### src/rtl/stq_pkg.sv
// shared constants, codes and beat types of the sorted timeout queue
package stq_pkg;

   // queue geometry
   localparam int QUEUE_DEPTH = 16;
   localparam int HANDLE_W    = 4;
   localparam int NUM_HANDLES = 1 << HANDLE_W;
   localparam int CAPACITY    = (QUEUE_DEPTH < NUM_HANDLES) ? QUEUE_DEPTH : NUM_HANDLES;
   localparam int PTR_W       = (QUEUE_DEPTH > 1) ? $clog2(QUEUE_DEPTH) : 1;
   localparam int CNT_W       = $clog2(CAPACITY + 1);

   // clock step after reset
   localparam logic [31:0] RESET_STEP = 32'd54925417;

   // request kinds
   typedef enum logic {
      REQ_TICK = 1'b0,
      REQ_ARM  = 1'b1
   } req_kind_type;

   // result status codes
   typedef enum logic [2:0] {
      STATUS_EXPIRED    = 3'd0,
      STATUS_TICK_DONE  = 3'd1,
      STATUS_ARMED      = 3'd2,
      STATUS_FULL       = 3'd3,
      STATUS_NOT_FUTURE = 3'd4
   } status_type;

   // sequencer states
   typedef enum logic [2:0] {
      ST_IDLE,
      ST_TICK_CMP,
      ST_TICK_DONE,
      ST_ARM_CHK,
      ST_INS_SCAN,
      ST_INS_PUT
   } state_type;

   // input beat
   typedef struct packed {
      req_kind_type req_type;
      logic [63:0]  deadline;
   } stq_req_type;

   // result beat
   typedef struct packed {
      status_type          status;
      logic [HANDLE_W-1:0] handle;
      logic [63:0]         now_time;
      logic                last;
   } stq_rsp_type;

   // one queue slot
   typedef struct packed {
      logic [63:0]         deadline;
      logic [HANDLE_W-1:0] handle;
   } entry_type;

endpackage

### src/rtl/stq_ram.sv
// single-port-write, single-port-read ram with registered read data
module stq_ram #(
   parameter int WIDTH  = 68,
   parameter int DEPTH  = 16,
   parameter int ADDR_W = (DEPTH > 1) ? $clog2(DEPTH) : 1
) (
   input  logic              clock,
   input  logic              wr_en,
   input  logic [ADDR_W-1:0] wr_addr,
   input  logic [WIDTH-1:0]  wr_data,
   input  logic [ADDR_W-1:0] rd_addr,
   output logic [WIDTH-1:0]  rd_data
);

   logic [WIDTH-1:0] mem [DEPTH];

   // write port
   always_ff @(posedge clock) begin
      if (wr_en) begin
         mem[wr_addr] <= wr_data;
      end
   end

   // read port, read data registered
   always_ff @(posedge clock) begin
      rd_data <= mem[rd_addr];
   end

endmodule

### src/rtl/sorted_timeout_queue.sv
// top level: nanosecond clock with a sorted queue of armed timeouts
//
// Input channel req_*: one beat is either a clock tick or an arm request with
// an absolute deadline. Result channel rsp_*: every input beat yields one or
// more result beats, the final one flagged with last.
// A tick adds the csr step to the clock, then pops every queued timeout whose
// deadline is at or below the new time (one expired beat each, earliest
// first) and closes with a tick-done beat. An arm inserts the deadline in
// sorted order ahead of equal deadlines and returns the lowest free handle,
// or a reject beat when the deadline is not in the future or the queue is full.
// Queue slots live in a ring buffer in a ram with registered read data.
// A tick pops expired entries from the head one at a time; an arm checks the
// deadline and the free space, then moves later-or-equal entries back one at a
// time, tail first, and writes the new entry into the gap. One
// item is in work at a time; req_stall is high from the cycle after acceptance
// until the last result beat is loaded.
// Results sit in an output register; a beat held by rsp_stall stays, and the
// sequencer waits to load another. Synchronous reset clears the clock, the queue,
// the handle pool and the output register and restores the reset step.
// csr_write loads the step; write it only while the block is idle.
module sorted_timeout_queue (
   input  logic                 clock,
   input  logic                 reset,
   input  logic                 req_valid,
   output logic                 req_stall,
   input  stq_pkg::stq_req_type req_data,
   output logic                 rsp_valid,
   input  logic                 rsp_stall,
   output stq_pkg::stq_rsp_type rsp_data,
   input  logic                 csr_write,
   input  logic [31:0]          csr_wdata
);

   import stq_pkg::*;

   localparam int ENTRY_W = $bits(entry_type);

   state_type               state_ff, state_in;
   logic [63:0]             clock_ff, clock_in;
   logic [31:0]             step_ff, step_in;
   logic [PTR_W-1:0]        head_ff, head_in;
   logic [CNT_W-1:0]        count_ff, count_in;
   logic [NUM_HANDLES-1:0]  busy_ff, busy_in;
   logic [PTR_W-1:0]        idx_ff, idx_in;
   logic [63:0]             dl_ff, dl_in;
   logic [HANDLE_W-1:0]     hnd_ff, hnd_in;
   stq_rsp_type             rsp_ff;
   logic                    rsp_valid_ff, rsp_valid_in;

   logic                    out_free;
   logic                    emit;
   status_type              emit_status;
   logic [HANDLE_W-1:0]     emit_handle;
   logic                    emit_last;
   logic [PTR_W-1:0]        rd_off;
   logic [PTR_W-1:0]        wr_off;
   logic                    wr_en;
   entry_type               wr_entry;
   logic [ENTRY_W-1:0]      rd_bits;
   entry_type               rd_entry;
   logic [HANDLE_W-1:0]     free_hnd;
   logic                    queue_full;

   // ring offset to ram address
   function automatic logic [PTR_W-1:0] ring_addr(input logic [PTR_W-1:0] base,
                                                  input logic [PTR_W-1:0] off);
      logic [PTR_W:0] sum;
      sum = {1'b0, base} + {1'b0, off};
      if (sum >= (PTR_W+1)'(QUEUE_DEPTH)) begin
         sum = sum - (PTR_W+1)'(QUEUE_DEPTH);
      end
      return sum[PTR_W-1:0];
   endfunction

   // queue storage
   stq_ram #(
      .WIDTH (ENTRY_W),
      .DEPTH (QUEUE_DEPTH),
      .ADDR_W(PTR_W)
   ) u_ram (
      .clock  (clock),
      .wr_en  (wr_en),
      .wr_addr(ring_addr(head_ff, wr_off)),
      .wr_data(wr_entry),
      .rd_addr(ring_addr(head_ff, rd_off)),
      .rd_data(rd_bits)
   );

   assign rd_entry = entry_type'(rd_bits);

   // lowest free handle
   always_comb begin
      free_hnd = '0;
      for (int i = NUM_HANDLES - 1; i >= 0; i--) begin
         if (!busy_ff[i]) begin
            free_hnd = HANDLE_W'(i);
         end
      end
   end

   assign queue_full = (count_ff >= CNT_W'(CAPACITY)) || (&busy_ff);
   assign out_free   = !rsp_valid_ff || !rsp_stall;
   assign req_stall  = (state_ff != ST_IDLE);
   assign step_in    = csr_write ? csr_wdata : step_ff;

   // sequencer: next state, ram access and result beat
   always_comb begin
      state_in    = state_ff;
      clock_in    = clock_ff;
      head_in     = head_ff;
      count_in    = count_ff;
      busy_in     = busy_ff;
      idx_in      = idx_ff;
      dl_in       = dl_ff;
      hnd_in      = hnd_ff;
      rd_off      = '0;
      wr_off      = '0;
      wr_en       = 1'b0;
      wr_entry    = '{deadline: dl_ff, handle: hnd_ff};
      emit        = 1'b0;
      emit_status = STATUS_TICK_DONE;
      emit_handle = '0;
      emit_last   = 1'b1;
      unique case (state_ff)
         ST_IDLE: begin
            if (req_valid) begin
               if (req_data.req_type == REQ_TICK) begin
                  clock_in = clock_ff + {32'd0, step_ff};
                  state_in = (count_ff == '0) ? ST_TICK_DONE : ST_TICK_CMP;
               end else begin
                  dl_in    = req_data.deadline;
                  state_in = ST_ARM_CHK;
               end
            end
         end
         ST_TICK_CMP: begin
            if (rd_entry.deadline <= clock_ff) begin
               if (out_free) begin
                  emit        = 1'b1;
                  emit_status = STATUS_EXPIRED;
                  emit_handle = rd_entry.handle;
                  emit_last   = 1'b0;
                  busy_in     = busy_ff & ~(NUM_HANDLES'(1) << rd_entry.handle);
                  head_in     = ring_addr(head_ff, PTR_W'(1));
                  count_in    = count_ff - CNT_W'(1);
                  rd_off      = PTR_W'(1);
                  if (count_ff == CNT_W'(1)) begin
                     state_in = ST_TICK_DONE;
                  end
               end
            end else begin
               state_in = ST_TICK_DONE;
            end
         end
         ST_TICK_DONE: begin
            if (out_free) begin
               emit     = 1'b1;
               state_in = ST_IDLE;
            end
         end
         ST_ARM_CHK: begin
            if (dl_ff <= clock_ff) begin
               if (out_free) begin
                  emit        = 1'b1;
                  emit_status = STATUS_NOT_FUTURE;
                  state_in    = ST_IDLE;
               end
            end else if (queue_full) begin
               if (out_free) begin
                  emit        = 1'b1;
                  emit_status = STATUS_FULL;
                  state_in    = ST_IDLE;
               end
            end else begin
               hnd_in = free_hnd;
               if (count_ff == '0) begin
                  idx_in   = '0;
                  state_in = ST_INS_PUT;
               end else begin
                  idx_in   = PTR_W'(count_ff - CNT_W'(1));
                  rd_off   = PTR_W'(count_ff - CNT_W'(1));
                  state_in = ST_INS_SCAN;
               end
            end
         end
         ST_INS_SCAN: begin
            // move later-or-equal entries back by one, tail first
            if (rd_entry.deadline >= dl_ff) begin
               wr_en    = 1'b1;
               wr_off   = idx_ff + PTR_W'(1);
               wr_entry = rd_entry;
               if (idx_ff == '0) begin
                  state_in = ST_INS_PUT;
               end else begin
                  idx_in = idx_ff - PTR_W'(1);
                  rd_off = idx_ff - PTR_W'(1);
               end
            end else begin
               idx_in   = idx_ff + PTR_W'(1);
               state_in = ST_INS_PUT;
            end
         end
         ST_INS_PUT: begin
            if (out_free) begin
               wr_en       = 1'b1;
               wr_off      = idx_ff;
               count_in    = count_ff + CNT_W'(1);
               busy_in     = busy_ff | (NUM_HANDLES'(1) << hnd_ff);
               emit        = 1'b1;
               emit_status = STATUS_ARMED;
               emit_handle = hnd_ff;
               state_in    = ST_IDLE;
            end
         end
         default: begin
            state_in = ST_IDLE;
         end
      endcase
   end

   // output register valid
   always_comb begin
      if (emit) begin
         rsp_valid_in = 1'b1;
      end else if (rsp_stall) begin
         rsp_valid_in = rsp_valid_ff;
      end else begin
         rsp_valid_in = 1'b0;
      end
   end

   // control state
   always_ff @(posedge clock) begin
      if (reset) begin
         state_ff     <= ST_IDLE;
         clock_ff     <= '0;
         step_ff      <= RESET_STEP;
         head_ff      <= '0;
         count_ff     <= '0;
         busy_ff      <= '0;
         rsp_valid_ff <= 1'b0;
      end else begin
         state_ff     <= state_in;
         clock_ff     <= clock_in;
         step_ff      <= step_in;
         head_ff      <= head_in;
         count_ff     <= count_in;
         busy_ff      <= busy_in;
         rsp_valid_ff <= rsp_valid_in;
      end
   end

   // working registers and result payload
   always_ff @(posedge clock) begin
      idx_ff <= idx_in;
      dl_ff  <= dl_in;
      hnd_ff <= hnd_in;
      if (emit) begin
         rsp_ff <= '{status: emit_status, handle: emit_handle,
                     now_time: clock_ff, last: emit_last};
      end
   end

   assign rsp_valid = rsp_valid_ff;
   assign rsp_data  = rsp_ff;

endmodule

### config.mk
export PLATFORM = sky130hd
export DESIGN_NAME = sorted_timeout_queue
export DESIGN_NICKNAME = d
export VERILOG_FILES = /design/src/rtl/stq_pkg.sv /design/src/rtl/stq_ram.sv /design/src/rtl/sorted_timeout_queue.sv
export SDC_FILE = /design/constraint.sdc
export NUM_CORES = 2
export LEC_CHECK = 0
export BUFFER_PORTS_ARGS = -buffer_cell sky130_fd_sc_hd__buf_2
export CORE_MARGIN = 2
export CORE_UTILIZATION = 50
export CTS_BUF_LIST = sky130_fd_sc_hd__clkbuf_4 sky130_fd_sc_hd__clkbuf_8
export DETAILED_ROUTE_END_ITERATION = 10
export PLACE_DENSITY = 0.66
export REMOVE_ABC_BUFFERS = 1
export SKIP_LAST_GASP = 1
export SYNTH_ARGS = -nofsm -noshare
export SYNTH_HDL_FRONTEND = slang
export SYNTH_SLANG_ARGS = --single-unit
### constraint.sdc
create_clock -name clock -period 25.6 [get_ports clock]
set_clock_uncertainty 0.1 [all_clocks]
set_input_delay 2.56 -clock clock [delete_from_list [all_inputs] [get_ports clock]]
set_output_delay 2.56 -clock clock [all_outputs]
set_load 0.005 [all_outputs]
Yosys cells after proc, flatten, opt, wreduce, memory -nomap -nowiden

Memory sizes are Yosys's and may differ from the RTL's. A register that Yosys moved wholly into a read port is not among the register bits.
Index checks and enable logic that the tools add are counted.

Flip-flop bits (word level): 269
Bits in writable memories: 1088
Bits of input ports: 102
Output and inout port bits: 74
Word-level logic and storage cells: 165
Memories kept: 1

Add/subtract/negate cells: 11
Order comparisons: 7
Eq/ne operators: 17
Shift operators: 2
Mux-type cells: 81
Bitwise logic cells: 6
Reductions and logical operators: 23

Memory list:

| memory    | depth | bits a word | rd ports | clocked after Yosys merged registers in | write ports | line          | RTL |
|---|---|---|---|---|---|---|---|
| u_ram.mem | 16    | 68          | 1        | 1                                       | 1           | stq_ram.sv:15 | `logic [WIDTH-1:0] mem [DEPTH];` |

Operators by type and width:

| operator                                          | count |
|---|---|
| two-way mux 68 bit                                | 2 |
| less-or-equal comparator 64 bit                   | 2 |
| two-way mux 4 bit                                 | 25 |
| adder 64 x 32 -> 64 bit                           | 1 |
| >= comparator 64 bit                              | 1 |
| two-way mux 16 bit                                | 3 |
| two-way mux 3 bit                                 | 15 |
| case mux 16 bit (2 select lines)                  | 1 |
| << shifter 1 x 4 -> 16 bit (first input constant) | 2 |
| case mux 4 bit (2 select lines)                   | 3 |
| >= comparator 5 bit (second input constant)       | 4 |
| AND 16 bit                                        | 1 |
| two-way mux 1 bit                                 | 16 |
| inverter 16 bit                                   | 1 |
| OR 16 bit                                         | 1 |
| AND reduction 16 bit                              | 1 |
| AND reduction 4 bit                               | 4 |
| subtractor 4 x 1 -> 4 bit (second input constant) | 4 |
| two-way mux 5 bit                                 | 3 |
| case mux 3 bit (5 select lines)                   | 1 |
| two-way mux 2 bit                                 | 7 |
| inequality test 2 bit (second input constant)     | 6 |
| inequality test 3 bit (second input constant)     | 4 |
| case mux 4 bit (3 select lines)                   | 1 |
| other kinds (26)                                  | 38 |

Logic depth before layout (Yosys ltp)

Depth after elaboration: 15
Depth in mapped cells: 21
Gate-level depth less buffers: 19

Modules after synthesis

Synthesis repeated with hierarchy kept, for this count alone.

Cell total of the unflattened synthesis: 3629
Area, all modules: 59214.3 µm²

By module, submodules not included:

| module               | times used | cells each | area an instance (µm²) | seq. area each (µm²) |
|---|---|---|---|---|
| stq_ram              | 1          | 1750       | 41982.8                | 34032.6 |
| sorted_timeout_queue | 1          | 1879       | 17231.5                | 6826.5 |

Worst setup path before layout

OpenSTA, ideal clock, no wires.

Kind: input-to-reg
Start point: input rsp_stall
End point: memory u_ram.mem[4][0], enable pin
Library setup time: 0.578 ns
Arrival: 9.174 ns
Required time: 24.922 ns
Slack: 15.748 ns
Stages on the path: 10
Buffers on the path: 0
Path through: nand2_1 > nand3_1 > o21ai_0 > ha_1 > a21o_1 > a21oi_1 > xnor2_1 > xor2_1 > o311a_1 > nor3_1

Word-level cells in the longest chain between the ends: 7
Elaborated cells between the ends (all ways): 12
Those cells by class: add/sub: 2; order compare: 1; mux: 7; reduce/logical: 2

Ends and longest elaborated chain:

| item                                                                    | line                                                   | RTL |
|---|---|---|
| start, declared                                                         | sorted_timeout_queue.sv:28                             | `input logic rsp_stall,` |
| logical NOT 1 bit (*)                                                   | sorted_timeout_queue.sv:102                            | `assign out_free = !rsp_valid_ff \|\| !rsp_stall;` |
| logical OR 1 bit (*)                                                    | sorted_timeout_queue.sv:102                            |  |
| two-way mux 4 bit                                                       | sorted_timeout_queue.sv:204                            | `if (out_free) begin` |
| case mux 4 bit (2 select lines)                                         | sorted_timeout_queue.sv:124                            | `unique case (state_ff)` |
| adder 4 x 4 -> 5 bit                                                    | sorted_timeout_queue.sv:68                             | `sum = {1'b0, base} + {1'b0, off};` |
| subtractor 4 x 1 -> 4 bit / >= comparator 5 bit (equally long branches) | sorted_timeout_queue.sv:70, sorted_timeout_queue.sv:69 |  |
| two-way mux 4 bit                                                       | sorted_timeout_queue.sv:69                             | `if (sum >= (PTR_W+1)'(QUEUE_DEPTH)) begin` |
| end, declared                                                           | stq_ram.sv:15                                          |  |

Every way passes the cells marked *; elsewhere a longest branch is shown, timed or not.

Worst setup path in the final report

Start point: register clock_ff[55]
End point: register u_ram.rd_data[30] (read register of u_ram.mem)

Word-level cells in the longest chain between the ends: 6
Elaborated cells between the ends (all ways): 9
Those cells by class: add/sub: 2; order compare: 3; mux: 4

Ends and longest elaborated chain:

| item                                                                    | line                                                     | RTL |
|---|---|---|
| start, declared                                                         | sorted_timeout_queue.sv:39                               | `logic [63:0] clock_ff, clock_in;` |
| start signal, assigned                                                  | sorted_timeout_queue.sv:244                              | `clock_ff <= clock_in;` |
| less-or-equal comparator 64 bit (on tied branches)                      | sorted_timeout_queue.sv:162, sorted_timeout_queue.sv:137 |  |
| two-way mux 4 bit / two-way mux 1 bit (equally long branches)           | sorted_timeout_queue.sv:162, sorted_timeout_queue.sv:137 |  |
| case mux 4 bit (3 select lines) (*)                                     | sorted_timeout_queue.sv:124                              |  |
| adder 4 x 4 -> 5 bit (*)                                                | sorted_timeout_queue.sv:68                               |  |
| subtractor 4 x 1 -> 4 bit / >= comparator 5 bit (equally long branches) | sorted_timeout_queue.sv:70, sorted_timeout_queue.sv:69   |  |
| two-way mux 4 bit (*)                                                   | sorted_timeout_queue.sv:69                               |  |
| end, declared                                                           | stq_ram.sv:12                                            | `output logic [WIDTH-1:0] rd_data` |

Marked as above.
A chain may end at the register's enable or synchronous reset.

==> metrics.md <==
| Metric | Value |
|---|---|
| Least-Margin Pin Slew | 1.40 ns |
| Setup TNS | 0 ns |
| Initial antenna violation count | 10 |
| WL met2 | 72,800 µm |
| Share of cells above drive strength 1 | 23.5% |
| RSZ-0062 raised after global routing | no |
| Pwr/cell area | 87.4 mW/mm² |
| Wire per inst | 26.6 µm |
| Top Ports | 176 |
| Die Span X | 351 µm |
| CTS Buffer Depth | 3 |
| Vias in the first global route | 33,800 |
| Startpoint types | flip-flop |
| WL met1 | 66,100 µm |
| Final worst path period need | 8.95 ns |
| Post-CTS Setup Bufs | 0 |
| Critical path class | flip-flop to flip-flop |
| Final core utilization | 57.0% |
| Max_cap viols | 0 |
| Non-Filler Instances | 5,837 |
| Die height | 351 µm |
| Post-CTS resize count | 0 |
| Nature of the critical path endpoint | flip-flop |
| Pre-antenna DRT Iters | 5 |
| NumNets Final | 4,368 |
| Hold-fix buffers, CTS | 0 |
| Gp weighted congestion | 0.841 |
| Ys Warns | 0 |
| Comb pwr share | 19.7% |
| DP Area | 0.0635 mm² |
| Pleak | 22.7 nW |
| First-pass GRT wire length | 226,000 µm |
| Hpwl dp | 92,200 µm |
| Core ar. | 0.119 mm² |
| Post-synth top area share | 61.6% |
| TritonCTS buffer count | 221 |
| Synthesized area | 0.0601 mm² |
| Final wirelength | 155,000 µm |
| CTS tree | built |
| Die area | 0.123 mm² |
| Cells after Synth | 3,650 |
| Sw frac | 28.1% |
| Root Driver | clkbuf_8 |
| Max-slew violations | 0 |
| Wire length on met3 | 12,700 µm |
| Area delta synth->final | 13.4% |
| Worst-Skew Late Latency | 0.95 ns |
| Synth Register Bits | 1,425 |
| Final period util | 35.0% |
| Syn Area/Cell | 16.5 µm² |
| Tot GR Track Use | 25.5% |
| Async SR Flop Fraction | 0% |
| Highest metal used | met5 |
| EDFF count, synth | 1,232 |
| Drt drc | 0 |
| Critical path arrival | 9.63 ns |
| Outcome | complete, no violations |
| Clock tree sinks | 1,425 |
| Worst-path clk slew | 0.06 ns |
| Port-buffer cells | 175 |
| Cell variety after synth | 72 |
| Fmax | 112 MHz |
| Largest net degree at the start of global routing | 104 |
| Synth area leaders | edfxtp_1, mux4_2, dfxtp_1, ha_1, mux2i_1 |
| Synth area leader | edfxtp_1 |
| Final hold vios | 0 |
| Max VDD drop | 0.0000601 V |
| Worst EP required | 26.28 ns |
| CTS H-tree lvls | 4 |
| Top_reg_cell synth | edfxtp_1 |
| Reg power frac | 47.6% |
| Fillers | 9,388 |
| Gr ovfl total | 0 |
| Vias per std cell | 5.92 |
| P_sw | 1.67 mW |
| Register area share after synthesis | 68.0% |
| Post-route ant nets | 0 |
| Critical Path Fanout Max | 45 |
| Row count | 127 |
| Initial Util | 50.3% |
| 1st-iter DRT viols | 3,849 |
| Max_slew headroom | 5.72% |
| Fin area | 0.0681 mm² |
| Clock network fraction of design power | 32.7% |
| Placed cell count | 5,415 |
| Int Power | 4.28 mW |
| Vias | 34,500 |
| Hold Path Class | flip-flop to flip-flop |
| # setup viols final | 0 |
cell families (layout without fill, tap and decap cells):
group | count (synthesis) | in the layout | synth area share, %
AOI/OAI and AO/OA | 468 | 468 | 4.82
xor gates and xnor gates | 58 | 58 | 0.858
adders and majority gates | 240 | 240 | 5.04
buffers and inverters | 314 | 885 | 2.03
DFF | 1425 | 1425 | 68.0
muxes | 518 | 518 | 14.3
other | 0 | 4 | 0
and+or+nand+nor | 627 | 627 | 4.96
power by group through the flow:
stage	registers, mW	clock network, mW	logic [mW]
2_1_floorplan	2.83	0	1.04
3_3_place_gp	2.88	0	1.16
3_5_place_dp	2.87	0	1.18
4_1_cts	2.83	1.98	1.19
5_1_grt	2.84	2.08	1.29
6_report	2.83	1.95	1.17
flip-flops by register name (all words and copies together) (netlist names):
signal / cells
u_ram.mem: 1088
rsp_data: 72
u_ram.rd_data: 68
clock_ff: 64
dl_ff: 64
step_ff: 32
busy_ff: 16
count_ff: 5
head_ff: 4
hnd_ff: 4
idx_ff: 4
state_ff: 3
rsp_valid: 1
metrics by stage:
stage	power (mW)	hold WS, ns	worst slack, ns
global placement	4.04	0.315	16.20
floorplan	3.87	0.308	8.94
finish	5.95	0.333	16.65
global route	6.22	0.361	15.86
CTS	6.00	0.332	16.52
detailed placement	4.06	0.317	16.10
cell usage after synthesis (all sizes together), types with 5 or more instances:
| cell | count |
|---|---|
| o31ai | 6 |
| nor4 | 14 |
| a311oi | 7 |
| and4 | 10 |
| o311ai | 5 |
| xor2 | 11 |
| nor3 | 32 |
| edfxtp | 1232 |
| buf | 37 |
| a31o | 6 |
| and3 | 14 |
| o32ai | 5 |
| nand2b | 10 |
| nor2b | 14 |
| a21o | 33 |
| or3 | 18 |
| ha | 237 |
| inv | 167 |
| mux4 | 272 |
| o211ai | 12 |
| nand3 | 55 |
| a21oi | 153 |
| mux2i | 245 |
| a211oi | 22 |
| and2 | 8 |
| xnor2 | 47 |
| clkbuf | 110 |
| o21ai | 134 |
| nor2 | 130 |
| a221oi | 9 |
| a2111oi | 10 |
| dfxtp | 193 |
| nand4 | 61 |
| a311o | 5 |
| or4 | 9 |
| nand2 | 235 |
| a31oi | 12 |
| a21boi | 5 |
| nor4b | 5 |
| o21a | 6 |
| o21bai | 6 |
layer usage:
layer | up-vias | global-route usage [%]
li1 | 15200 | -
met1 | 17600 | 36.7
met2 | 1479 | 39.9
met3 | 226 | 4.65
met4 | 2 | 7.42
met5 | - | 0
worst max-delay path, stage by stage (launching register included):
cell	delay (ns)
dfxtp_1	0.41
inv_1	0.13
ha_1	0.33
and4_1	0.22
nand2_1	0.12
nor4_1	0.76
nand2_1	0.29
nor4_1	0.54
nor2_1	0.14
a211oi_2	0.93
inv_1	0.37
o211ai_1	0.25
ha_4	0.69
buf_4	0.84
buf_4	0.85
buf_4	0.79
mux4_2	0.59
mux2i_1	0.21
mux2i_1	0.11
path summary, 6_finish.rpt:
path                              from                         to  slack, ns  depth (start not counted)
max reg2reg  clock_ff[55]$_SDFFE_PP0P_  u_ram.rd_data[30]$_DFF_P_      16.65                         18
min reg2reg  clock_ff[59]$_SDFFE_PP0P_     rsp_data[60]$_DFFE_PP_       0.33                          0
max          clock_ff[55]$_SDFFE_PP0P_  u_ram.rd_data[30]$_DFF_P_      16.65                         18
min          clock_ff[59]$_SDFFE_PP0P_     rsp_data[60]$_DFFE_PP_       0.33                          0
cells in the final DEF (no fill, tap or decap), drive strengths merged, types with 11 or more instances in the layout:
| cell | n |
|---|---|
| a21o | 33 |
| nand4 | 61 |
| nand3 | 55 |
| a211oi | 22 |
| o21ai | 134 |
| nor4 | 14 |
| or3 | 18 |
| and3 | 14 |
| buf | 300 |
| xnor2 | 47 |
| nor3 | 32 |
| nand2 | 235 |
| mux4 | 272 |
| o211ai | 12 |
| xor2 | 11 |
| mux2i | 245 |
| nor2b | 14 |
| clkinv | 78 |
| a21oi | 153 |
| dfxtp | 193 |
| edfxtp | 1232 |
| nor2 | 130 |
| inv | 174 |
| a31oi | 12 |
| clkbuf | 325 |
| ha | 237 |
area by class of cell:
| class | count | area, µm² | share of cell area (%) |
|---|---|---|---|
| Multi-Input combinational cell | 1911 | 18200 | 26.7 |
| Sequential cell | 1425 | 40900 | 60.0 |
| Timing Repair Buffer | 300 | 1830 | 2.68 |
| Clock inverter | 93 | 661 | 0.970 |
| Inverter | 167 | 627 | 0.920 |
| Antenna cell | 4 | 10.0 | 0.0147 |
| Clock buffer | 325 | 3920 | 5.76 |
| Tap cell | 1612 | 2020 | 2.96 |
(Power assumes the default switching activity.)
